## config.mk

```make
export PLATFORM = sky130hd
export DESIGN_NAME = hamming_encode_check
export DESIGN_NICKNAME = d
export VERILOG_FILES = /design/src/hdl/hec_pkg.sv /design/src/hdl/hec_cfg.sv /design/src/hdl/hec_core.sv /design/src/hdl/hamming_encode_check.sv
export SDC_FILE = /design/constraint.sdc
export NUM_CORES = 1
export LEC_CHECK = 0
export BUFFER_PORTS_ARGS = -buffer_cell sky130_fd_sc_hd__buf_4
export CAP_MARGIN = 20
export CORE_MARGIN = 1.5
export CORE_UTILIZATION = 25
export DETAILED_ROUTE_END_ITERATION = 7
export PLACE_DENSITY_LB_ADDON = 0.3
export SYNTH_ARGS = -nofsm -noshare
export SYNTH_HDL_FRONTEND = slang
export SYNTH_SLANG_ARGS = --single-unit
```

## constraint.sdc

```tcl
create_clock -name clk -period 5.3 [get_ports clk]
set_clock_uncertainty 0.1 [all_clocks]
set_input_delay 0.53 -clock clk [delete_from_list [all_inputs] [get_ports clk]]
set_output_delay 0.53 -clock clk [all_outputs]
set_load 0.02 [all_outputs]
```

## src/hdl/hec_pkg.sv

```systemverilog
// Shared types, constants and code tables for the Hamming encoder and checker.
package hec_pkg;

	localparam int DATA_BITS = 11;
	localparam int PAR_BITS  = 4;
	localparam int CW_BITS   = DATA_BITS + PAR_BITS;

	localparam logic [1:0] CFG_DATA_LENGTH = 2'd0;
	localparam logic [1:0] CFG_PARITY_ODD  = 2'd1;

	localparam logic REQ_ENCODE = 1'b0;
	localparam logic REQ_CHECK  = 1'b1;

	localparam logic [3:0] LEN_RESET = 4'd4;

	// codeword bit index of the m-th message bit
	localparam logic [3:0] DATA_IDX [0:DATA_BITS-1] = '{
		4'd2, 4'd4, 4'd5, 4'd6, 4'd8, 4'd9, 4'd10, 4'd11, 4'd12, 4'd13, 4'd14
	};

	// codeword bit index of parity bit i
	localparam logic [3:0] PAR_IDX [0:PAR_BITS-1] = '{4'd0, 4'd1, 4'd3, 4'd7};

	// positions covered by parity group i
	localparam logic [CW_BITS-1:0] GROUP_MASK [0:PAR_BITS-1] = '{
		15'h5555, 15'h6666, 15'h7878, 15'h7F80
	};

	typedef struct packed {
		logic [3:0] data_len;
		logic [2:0] par_cnt;
		logic [3:0] cw_len;
		logic       odd;
	} cfg_t;

	typedef struct packed {
		logic                req_type;
		logic [DATA_BITS-1:0] data_word;
		logic [CW_BITS-1:0]   codeword_in;
	} req_t;

	typedef struct packed {
		logic [CW_BITS-1:0] codeword_out;
		logic [2:0]         parity_count;
		logic [3:0]         syndrome;
		logic               error_found;
		logic [3:0]         error_display_index;
		logic               syndrome_beyond_length;
	} res_t;

endpackage

```

## src/hdl/hec_cfg.sv

```systemverilog
// Configuration registers and the code geometry derived from them.
module hec_cfg (
	input  logic                clk,
	input  logic                arst_n,
	input  logic                cfg_valid,
	output logic                cfg_ready,
	input  logic [1:0]          cfg_index,
	input  logic [3:0]          cfg_data,
	output hec_pkg::cfg_t       cfg
);

	logic [3:0] data_length_q;
	logic       parity_odd_q;
	logic [3:0] k;

	assign cfg_ready = 1'b1;

	always_ff @(posedge clk or negedge arst_n) begin
		if (!arst_n) begin
			data_length_q <= hec_pkg::LEN_RESET;
			parity_odd_q  <= 1'b0;
		end else if (cfg_valid && cfg_ready) begin
			case (cfg_index)
				hec_pkg::CFG_DATA_LENGTH: data_length_q <= cfg_data;
				hec_pkg::CFG_PARITY_ODD:  parity_odd_q  <= cfg_data[0];
				default: ;
			endcase
		end
	end

	always_comb begin
		if (data_length_q == 4'd0)
			k = 4'd1;
		else if (data_length_q > 4'(hec_pkg::DATA_BITS))
			k = 4'(hec_pkg::DATA_BITS);
		else
			k = data_length_q;
		cfg.data_len = k;
		if (k == 4'd1)
			cfg.par_cnt = 3'd2;
		else if (k <= 4'd4)
			cfg.par_cnt = 3'd3;
		else
			cfg.par_cnt = 3'd4;
		cfg.cw_len = k + {1'b0, cfg.par_cnt};
		cfg.odd    = parity_odd_q;
	end

endmodule

```

## src/hdl/hec_core.sv

```systemverilog
// Encode and syndrome logic for one item.
module hec_core (
	input  hec_pkg::cfg_t cfg,
	input  hec_pkg::req_t req,
	output hec_pkg::res_t res
);

	logic [hec_pkg::CW_BITS-1:0] len_mask;
	logic [hec_pkg::CW_BITS-1:0] data_pl;
	logic [hec_pkg::CW_BITS-1:0] enc_word;
	logic [hec_pkg::CW_BITS-1:0] rx_word;
	logic [3:0]                  syn;

	always_comb begin
		len_mask = 15'h7FFF >> (4'd15 - cfg.cw_len);
		data_pl  = '0;
		for (int m = 0; m < hec_pkg::DATA_BITS; m++) begin
			if (4'(m) < cfg.data_len && req.data_word[m])
				data_pl[hec_pkg::DATA_IDX[m]] = 1'b1;
		end
		enc_word = data_pl;
		rx_word  = req.codeword_in & len_mask;
		syn      = '0;
		for (int i = 0; i < hec_pkg::PAR_BITS; i++) begin
			if (3'(i) < cfg.par_cnt) begin
				enc_word[hec_pkg::PAR_IDX[i]] =
					(^(data_pl & hec_pkg::GROUP_MASK[i])) ^ cfg.odd;
				syn[i] = (^(rx_word & hec_pkg::GROUP_MASK[i])) ^ cfg.odd;
			end
		end

		res.parity_count           = cfg.par_cnt;
		res.codeword_out           = '0;
		res.syndrome               = '0;
		res.error_found            = 1'b0;
		res.error_display_index    = '0;
		res.syndrome_beyond_length = 1'b0;
		if (req.req_type == hec_pkg::REQ_ENCODE) begin
			res.codeword_out = enc_word;
		end else begin
			res.syndrome    = syn;
			res.error_found = (syn != 4'd0);
			if (syn > cfg.cw_len)
				res.syndrome_beyond_length = 1'b1;
			else if (syn != 4'd0)
				res.error_display_index = cfg.cw_len - syn + 4'd1;
		end
	end

endmodule

```

## src/hdl/hamming_encode_check.sv

```systemverilog
// Top level of the Hamming encoder and checker: input stage, logic, result stage.
//
//  channel | handshake             | payload
//  --------+-----------------------+------------------------------------------
//  cfg     | cfg_valid / cfg_ready | cfg_index, cfg_data
//  in      | in_valid / in_ready   | req_type, data_word, codeword_in
//  out     | out_valid / out_ready | codeword_out ... syndrome_beyond_length
//
// An item is registered on entry and its result is then registered in the result stage;
// one item per cycle unless out_ready stalls, set by the input and result registers.
// Reset clears both stage valids and loads the register defaults.
// A stalled result holds both stages; in_ready follows out_ready through the chain.
module hamming_encode_check (
	input  logic        clk,
	input  logic        arst_n,
	input  logic        cfg_valid,
	output logic        cfg_ready,
	input  logic [1:0]  cfg_index,
	input  logic [3:0]  cfg_data,
	input  logic        in_valid,
	output logic        in_ready,
	input  logic        req_type,
	input  logic [10:0] data_word,
	input  logic [14:0] codeword_in,
	output logic        out_valid,
	input  logic        out_ready,
	output logic [14:0] codeword_out,
	output logic [2:0]  parity_count,
	output logic [3:0]  syndrome,
	output logic        error_found,
	output logic [3:0]  error_display_index,
	output logic        syndrome_beyond_length
);

	hec_pkg::cfg_t cfg;
	hec_pkg::req_t req_s1;
	hec_pkg::res_t res_c;
	hec_pkg::res_t res_s2;
	logic          valid_s1;
	logic          valid_s2;
	logic          adv_s2;

	hec_cfg u_cfg (
		.clk       (clk),
		.arst_n    (arst_n),
		.cfg_valid (cfg_valid),
		.cfg_ready (cfg_ready),
		.cfg_index (cfg_index),
		.cfg_data  (cfg_data),
		.cfg       (cfg)
	);

	hec_core u_core (
		.cfg (cfg),
		.req (req_s1),
		.res (res_c)
	);

	assign adv_s2   = !valid_s2 || out_ready;
	assign in_ready = !valid_s1 || adv_s2;

	always_ff @(posedge clk or negedge arst_n) begin
		if (!arst_n) begin
			valid_s1 <= 1'b0;
			valid_s2 <= 1'b0;
		end else begin
			if (in_ready)
				valid_s1 <= in_valid;
			if (adv_s2)
				valid_s2 <= valid_s1;
		end
	end

	always_ff @(posedge clk) begin
		if (in_ready && in_valid) begin
			req_s1.req_type    <= req_type;
			req_s1.data_word   <= data_word;
			req_s1.codeword_in <= codeword_in;
		end
		if (adv_s2 && valid_s1)
			res_s2 <= res_c;
	end

	assign out_valid              = valid_s2;
	assign codeword_out           = res_s2.codeword_out;
	assign parity_count           = res_s2.parity_count;
	assign syndrome               = res_s2.syndrome;
	assign error_found            = res_s2.error_found;
	assign error_display_index    = res_s2.error_display_index;
	assign syndrome_beyond_length = res_s2.syndrome_beyond_length;

endmodule

```

Word level (Yosys, flattened, before mapping)
Cells that the tools add are included.
- flip-flop bits (word level): 62
- output and inout port bits: 31
- bits of input ports: 38
- logic and storage cells: 112
- add/subtract/negate cells: 4
- shift-type cells: 1
- muxes and demuxes: 20
- reductions and logical operators: 35
- eq/ne operators: 2
- bitwise operators: 15
- magnitude comparators: 18
- operators by type and width (cell ; number):
    parity 15 bit ; 8
    less-than comparator 3 x 4 -> 1 bit (first input constant) ; 4
    2-to-1 mux 1 bit ; 16
    AND 15 bit ; 1
    >> shifter 15 x 4 -> 15 bit (first input constant) ; 1
    logical AND 1 bit ; 13
    less-than comparator 4 bit (first input constant) ; 3
    less-than comparator 1 x 4 -> 1 bit (first input constant) ; 2
    less-than comparator 2 x 4 -> 1 bit (first input constant) ; 2
    2-to-1 mux 4 bit ; 2
    OR reduction 2 bit ; 4
    XOR 1 bit ; 8
    less-than comparator 1 x 3 -> 1 bit (first input constant) ; 2
    less-than comparator 2 x 3 -> 1 bit (first input constant) ; 2
    2-to-1 mux 3 bit ; 2
    inverter 1 bit ; 6
    adder 4 x 1 -> 4 bit (second input constant) ; 1
    adder 4 x 3 -> 4 bit ; 1
    == test 4 x 1 -> 1 bit (second input constant) ; 1
    greater-than comparator 4 bit ; 1
    greater-than comparator 4 bit (second input constant) ; 1
    <= comparator 4 x 3 -> 1 bit (second input constant) ; 1
    zero test 4 bit ; 1
    AND reduction 2 bit ; 2
    other kinds (8) ; 10

Depth between registers and ports, before layout
Gate-level depths: netlist (run 1).
- depth after elaboration: 16
- mapped depth: 24

Cells and area by module
A second synthesis (run 1) with hierarchy kept.
- cell total of the unflattened synthesis: 316
- area total of the unflattened synthesis: 3681.0 µm²
- modules (own cells, without submodules) (module ; sequential area each (µm²) ; area an instance (µm²) ; times used ; cells an instance):
    hamming_encode_check ; 1701.6 ; 1755.4 ; 1 ; 63
    hec_core ; 0.0 ; 1544.0 ; 1 ; 218
    hec_cfg ; 126.4 ; 381.6 ; 1 ; 35

Worst setup path before layout (run 1)
OpenSTA, ideal clock, no wires.
- path type: reg-to-reg
- start: reg u_cfg.data_length_q[3]
- end: reg res_s2 (netlist bit error_display_index[3]), data pin
- path slack: 372 ps
- stages on the path, launching flop included: 23
- arrival time: 4676 ps
- clock period less this slack: 4928 ps
- path buffers: 2
- data required time: 5048 ps
- cell sequence: dfrtp_1 clkbuf_1 buf_6 a21oi_1 inv_1 fa_1 xor2_2 inv_4 a31oi_4 nor3_1 and4_1 a211oi_2 xnor2_1 xnor2_2 inv_1 ha_1 inv_1 ha_1 fa_1 xnor2_1 xnor2_1 nand3_1 a31oi_1
- RTL lines (item ; RTL line ; RTL):
    start, declared ; hec_cfg.sv:12 ; logic [3:0] data_length_q;
    start signal, assigned ; hec_cfg.sv:20 ; data_length_q <= hec_pkg::LEN_RESET;
    start signal, assigned ; hec_cfg.sv:24 ; hec_pkg::CFG_DATA_LENGTH: data_length_q <= cfg_data;
    end signal, assigned ; hamming_encode_check.sv:81 ; res_s2 <= res_c;
    end, declared ; hamming_encode_check.sv:38 ; hec_pkg::res_t res_s2;

==> flow_summary.toml, run 1 <==
[clock_network]
cts_max_path_buffers = 2
clk_pin_slew_worst_paths_ns = 0.06
cts_buffers = 9
worstSkewPairLatency_ns = 0.33
clockRootBuffer = "clkbuf_16"
cts_tree = "built"
cts_sinks = 62
htreeDepth = 3

[global_route]
gr-total-overflow = 0
use_met2_pct = 17.8
track_usage_pct = 11.6
use_met3_pct = 3.04
busiest_layer = "met2"
grt_pass1_wl_um = 13200
grt_max_degree = 29
grt_pass1_vias = 2495
use_met1_pct = 16.0
antenna_found_initial = 0

[logic_synthesis]
synthSimpleGateAreaFrac_pct = 14.5
synthArstFlopShare_pct = 11.3
synthAdderAreaFrac_pct = 5.32
synth_enable_flop_cells = 55
synth_top_cell_area_share_pct = 46.8
ys_seq_elements = 62
synth_largest_area_cell = "edfxtp_1"
synth_compound_area_share_pct = 11.4
syn_area_um2 = 3530
syn_avg_cell_area_um2 = 11.9
synth_top_family_by_area = "simple AND/OR/NAND/NOR gates"
ys_warn_count = 0
yosysUniqueCellTypes = 59
synthTopCellsByArea = "edfxtp_1 47%, xnor2_1 6.4%, dfrtp_1 4.3%, ha_1 3.9%, xor2_1 2.5%"
synth-xor-area-share_pct = 10.8
synthCells = 296
synth_fp_nets = 347
yosysSeqAreaShare_pct = 51.8
muxShareOfSynthArea_pct = 2.16
synthFlopType = "edfxtp_1"

[finish]
syn_to_final_growth_pct = 32.0
drive_above_1_share_pct = 32.8
final_util_pct = 33.7
final_cell_mix = "82 x buf_4, 55 x edfxtp_1, 24 x xnor2_1, 17 x nor2_1, 16 x o21ai_0"
num-nets-final = 430
fillers = 1400
mostFrequentLayoutCell = "buf_4"
antenna_cells = 0

[die]
rows = 43
core_area_um2 = 13800
ios = 69
die_h_um = 122
die_w_um = 122
die_area_um2 = 14800
initial_utilization_pct = 25.5

[critical_path]
crit_end = "error_display_index[3]$_SDFFCE_PP0P_"
crit_buf_inv = 3
rr_endpoint = "error_display_index[3]$_SDFFCE_PP0P_"
crit_family = "adder cells"
critical_path.slowest_cell = "fa_2"
critPathCaptureType = "register"
rr_worst_depth = 19
crit_fanout = 8
critPathKind = "reg2reg"
crit_chain = "or2_2 -> a21oi_1 -> inv_1 -> fa_2 -> buf_4 -> nand2b_1 -> a21oi_1 -> a32oi_1 -> a41oi_2 -> xnor2_1 -> xnor2_2 -> nor2_1 -> inv_1 -> ha_1 -> fa_1 -> xnor2_1 -> xnor2_1 -> nand3_1 -> a31oi_1"
required_ns = 5.38
ff2ff_setup_slack_ns = 0.33
worstSetupStartpointType = "register"
cp.depth = 19
arrival_ns = 5.05
cp_common_cell = "xnor2_1"
r2r_start = "u_cfg.data_length_q[1]$_DFFE_PN0P_"
slowest_delay_ns = 0.67
startpoint = "u_cfg.data_length_q[1]$_DFFE_PN0P_"

[routing]
routedWlPerCell_um = 14.6
drt_pass1_iterations = 4
wl_um = 8220
ant_nets = 0
drc = 0
routed_via_density = 4.45
vias = 2507
drt_iter0_drc = 143

[job]
maxCapViolCount = 0

[power_and_ir_drop]
leakagePower_nw = 1.83
power.density_nw_per_um2 = 633
ir_drop_uv = 219

[sta]
fin_crit_sh_pct = 93.8
rsz0062_at_grt = "no"
setup_viol = 0
tightest_slew_ns = 0.786
fmax_ghz = 0.201
final_hold_viol_count = 0
setup_slack_ns = 0.327
slew_viol_final = 0
tns_ns = 0
period_needed_ns = 4.97
relSlewSlack_pct = 47.5

[hold_path]
hold_class = "in2reg"
hold_start = "codeword_in[5]"

[placement]
dp_hpwl_um = 6130
portBuffers = 67
gp_congestion = 0.764
dp_slack_ns = 0.0710

[outcome]
status = "completed"
## layer usage
layer,vias up,routed length [um]
met2,91,3650
met5,-,0
met3,12,440
met4,0,99
met1,1150,4030
li1,1254,-
## what timing repair did
| item | CTS | global route |
|---|---|---|
| hold buffers | 1 | 0 |
| setup buffers | 0 | 5 |
| setup endpoints to repair | 0 | 5 |
| resized for setup | 0 | 8 |
| endpoints found under the hold margin | 6 | 0 |
## report_power, final
part / switching [mW] / internal [mW] / leakage [nW] / total [mW]
clock network: 0.223 / 0.413 / 0.154 / 0.636
registers: 0.0457 / 0.658 / 0.616 / 0.703
logic: 0.898 / 0.714 / 1.06 / 1.61
total: 1.17 / 1.78 / 1.83 / 2.95
## how the worst min path moves through the flow
| stage | slack, ns | to | cells after the start |
|---|---|---|---|
| floorplan | 0.13 | out_valid$_DFFE_PN0P_ | 0 |
| global placement | 0.25 | out_valid$_DFFE_PN0P_ | 1 |
| detailed placement | 0.25 | out_valid$_DFFE_PN0P_ | 1 |
| CTS | 0.26 | req_s1[5]$_DFFE_PP_ | 1 |
| global route | 0.26 | req_s1[11]$_DFFE_PP_ | 1 |
| finish | 0.27 | req_s1[5]$_DFFE_PP_ | 1 |
## cells in the mapped netlist (all sizes together), types with 9 or more instances
cell and number:
nor3 9, xor2 11, ha 11, nand2 10, inv 13, nand3 11
edfxtp 55, o21ai 16, nor2 18, a21oi 14, xnor2 29
## layout make-up
cell class	count	area, um^2	share of cell area, %
Inverter	13	51.3	1.10
Clock inverter	7	97.6	2.09
Clock buffer	9	225	4.83
Timing Repair Buffer	83	626	13.4
Multi-Input combinational cell	210	1610	34.5
Sequential cell	62	1830	39.2
Tap cell	180	225	4.83
## sequential cells by signal, indices dropped and copies added, names as in the netlist, 3 cells and up
register	count
codeword_out	15
error_display_index	4
parity_count	3
u_cfg.data_length_q	4
syndrome	4
req_s1	27
## kinds of logic (layout without fill, tap and decap cells)
family / after synthesis / count (layout)
fa+ha+maj: 14 / 14
xor+xnor: 40 / 40
mux: 7 / 7
other cells: 1 / 1
buf+inv: 24 / 112
flops: 62 / 62
compound gates: 57 / 57
simple gates: 91 / 91
## per-stage QoR
step	hold WS [ns]	std cells	instance area, um^2	total power, mW
2_1_floorplan	0.134	296	3530	1.87
3_3_place_gp	0.251	542	4250	2.21
3_5_place_dp	0.251	542	4250	2.27
4_1_cts	0.260	559	4580	2.92
5_1_grt	0.260	564	4660	3.17
6_report	0.274	564	4660	2.95
Power figures use the tool's default switching activity.
==> run 2, diff against run 1 <==
Settings changed: CORE_MARGIN 1.5 to not set, SYNTH_HIERARCHICAL set to 1.
==> run 2 against run 1 <==
Net effect: maximum frequency shrank 0.61%; hold slack better by 0.0024 ns; synthesized area rose by 4.3%; largest cell class unchanged; via count up 3.0%.
==> flow_summary.toml, run 2 <==
[critical_path]
worstSetupStartpointType = "register"
required_ns = 5.34
arrival_ns = 5.04
rr_endpoint = "error_display_index[1]$_DFFE_PP_"
crit_fanout = 7
ff2ff_setup_slack_ns = 0.30
critPathCaptureType = "register"
r2r_start = "u_cfg/data_length_q[2]$_DFFE_PN1P_"
critPathKind = "reg2reg"
rr_worst_depth = 18

[logic_synthesis]
synth_common_cells = "55 x edfxtp_1, 20 x xnor2_1, 15 x nor2_1"
yosysSeqAreaShare_pct = 49.7
synthFlopType = "edfxtp_1"
syn_area_um2 = 3680
ys_seq_elements = 62
synthTopCellsByArea = "edfxtp_1 45%, xnor2_1 4.8%, dfrtp_1 4.1%, ha_1 3.1%, xor2_1 2.9%"
synth_fp_nets = 365
synth.most_common_cell = "edfxtp_1"
yosysUniqueCellTypes = 62
synthArstFlopShare_pct = 11.3
synthCells = 316
ys_warn_count = 6
synth_top_cell_area_share_pct = 44.9
syn_avg_cell_area_um2 = 11.6
synth_largest_area_cell = "edfxtp_1"
synth_enable_flop_cells = 55

[finish]
final_util_pct = 33.5
mostFrequentLayoutCell = "buf_4"
top_register = "req_s1"
final_cells = 569
fillers = 1435
final_cell_mix = "78 x buf_4, 55 x edfxtp_1, 18 x xnor2_1, 15 x nor2_1"
largest_reg_flops = 27
syn_to_final_growth_pct = 28.3
final_cell_area_um2 = 4720
drive_above_1_share_pct = 28.8
num-nets-final = 433
antenna_cells = 0

[sta]
relSlewSlack_pct = 58.1
final_hold_viol_count = 0
fin_crit_sh_pct = 94.4
setup_viol = 0
hold-worst-slack_ns = 0.277
period_needed_ns = 5.00
slew_viol_final = 0
fmax_ghz = 0.200
setup_slack_ns = 0.297
tns_ns = 0
tightest_slew_ns = 0.628
rsz0062_at_grt = "no"

[clock_network]
clk_pin_slew_worst_paths_ns = 0.05
cts_max_path_buffers = 2
cts_tree = "built"
cts_sinks = 62
htreeDepth = 3
worstSkewPairLatency_ns = 0.33
clockRootBuffer = "clkbuf_16"
cts_buffers = 9

[power_and_ir_drop]
power.density_nw_per_um2 = 611
ir_drop_uv = 270
total_power_mw = 2.89
leakagePower_nw = 1.88

[global_route]
track_usage_pct = 10.7
gr-total-overflow = 0
grt_pass1_vias = 2412
antenna_found_initial = 0
grt_pass1_wl_um = 12300
grt_max_degree = 29

[die]
die_h_um = 123
rows = 43
ios = 69
initial_utilization_pct = 26.1
core_area_um2 = 14100
die_w_um = 123
die_area_um2 = 15200

[routing]
ant_nets = 0
vias = 2582
wl_um = 7990
routed_via_density = 4.54
drt_pass1_iterations = 4
drc = 0
routedWlPerCell_um = 14.0
drt_iter0_drc = 126

[placement]
dp_hpwl_um = 5980
dp_slack_ns = -0.0177
gp_congestion = 0.776
portBuffers = 67
dp.cells = 551
place_area_um2 = 4380

[outcome]
status = "completed"

[hold_path]
hold_class = "in2reg"
hold_start = "codeword_in[4]"
min_to = "req_s1[4]$_DFFE_PP_"
hold_depth = 1

[job]
maxCapViolCount = 0
[run 2: changes by cell type in the layout (fill, tap and decap cells not counted), sizes merged, moves of 5 or more]
cell and delta:
and3 -5, nand3 -6, a21o +8, xnor2 -8
[run 2: cell type report]
cell class	instances	area [um^2]	share of cell area [%]
Sequential cell	62	1830	38.7
Timing Repair Buffer	80	616	13.0
Clock buffer	10	229	4.85
Multi-Input combinational cell	219	1730	36.6
Tap cell	180	225	4.77
Inverter	12	45.0	0.954
Clock inverter	6	52.6	1.11
[run 2: worst max path at each step]
stage / from / end / slack [ns] / depth (start not counted)
2_1_floorplan: u_cfg/data_length_q[1]$_DFFE_PN0P_ / syndrome_beyond_length$_DFFE_PP_ / 0.47 / 21
3_3_place_gp: u_cfg/data_length_q[2]$_DFFE_PN1P_ / syndrome_beyond_length$_DFFE_PP_ / 0.15 / 19
3_5_place_dp: u_cfg/data_length_q[2]$_DFFE_PN1P_ / error_display_index[1]$_DFFE_PP_ / -0.02 / 18
4_1_cts: u_cfg/data_length_q[2]$_DFFE_PN1P_ / error_display_index[1]$_DFFE_PP_ / 0.02 / 17
5_1_grt: u_cfg/data_length_q[2]$_DFFE_PN1P_ / error_display_index[1]$_DFFE_PP_ / 0.04 / 18
6_report: u_cfg/data_length_q[2]$_DFFE_PN1P_ / error_display_index[1]$_DFFE_PP_ / 0.30 / 18
[run 2: timing repair]
action	CTS	global route
buffers inserted	0	1
gates cloned	0	0
endpoints found under the setup margin	2	5
gates resized for setup	1	4
pin swaps	0	1
endpoints found under the hold margin	6	0
hold buffers	1	0
[run 2: critical path, cell delays in order (launching register included)]
cell      delay (ns)
dfstp_2         0.59
mux2i_1         0.21
nor2_1          0.12
ha_1            0.27
fa_2            0.68
nor2b_1         0.20
o21ai_0         0.13
a311o_1         0.33
nand2_1         0.10
xnor3_1         0.30
nor2_1          0.22
ha_1            0.34
nor3b_1         0.16
o21ai_1         0.11
nand2b_1        0.10
o21ai_0         0.21
a21oi_1         0.10
mux2_4          0.28
a211oi_1        0.24
[run 2: where the power goes]
part,internal [mW],switching (mW)
sequential,0.663,0.0476
clock,0.357,0.193
combinational,0.758,0.870
[run 2: metal layers]
layer	share of wire [%]	track usage (%)
met5	0	0
met4	0.79	5.20
met3	5.4	3.46
met2	44	15.2
met1	50	14.7
[run 2: cell families (layout without fill, tap and decap cells)]
family | count (synthesis) | after routing | synth area share (%)
buffers and inverters | 35 | 108 | 4.28
muxes | 8 | 8 | 2.58
and+or+nand+nor | 82 | 82 | 13.3
AOI/OAI and AO/OA | 80 | 80 | 15.8
other | 1 | 1 | 0.102
adders and majority gates | 12 | 12 | 4.42
xor gates and xnor gates | 36 | 36 | 9.89
DFF | 62 | 62 | 49.7
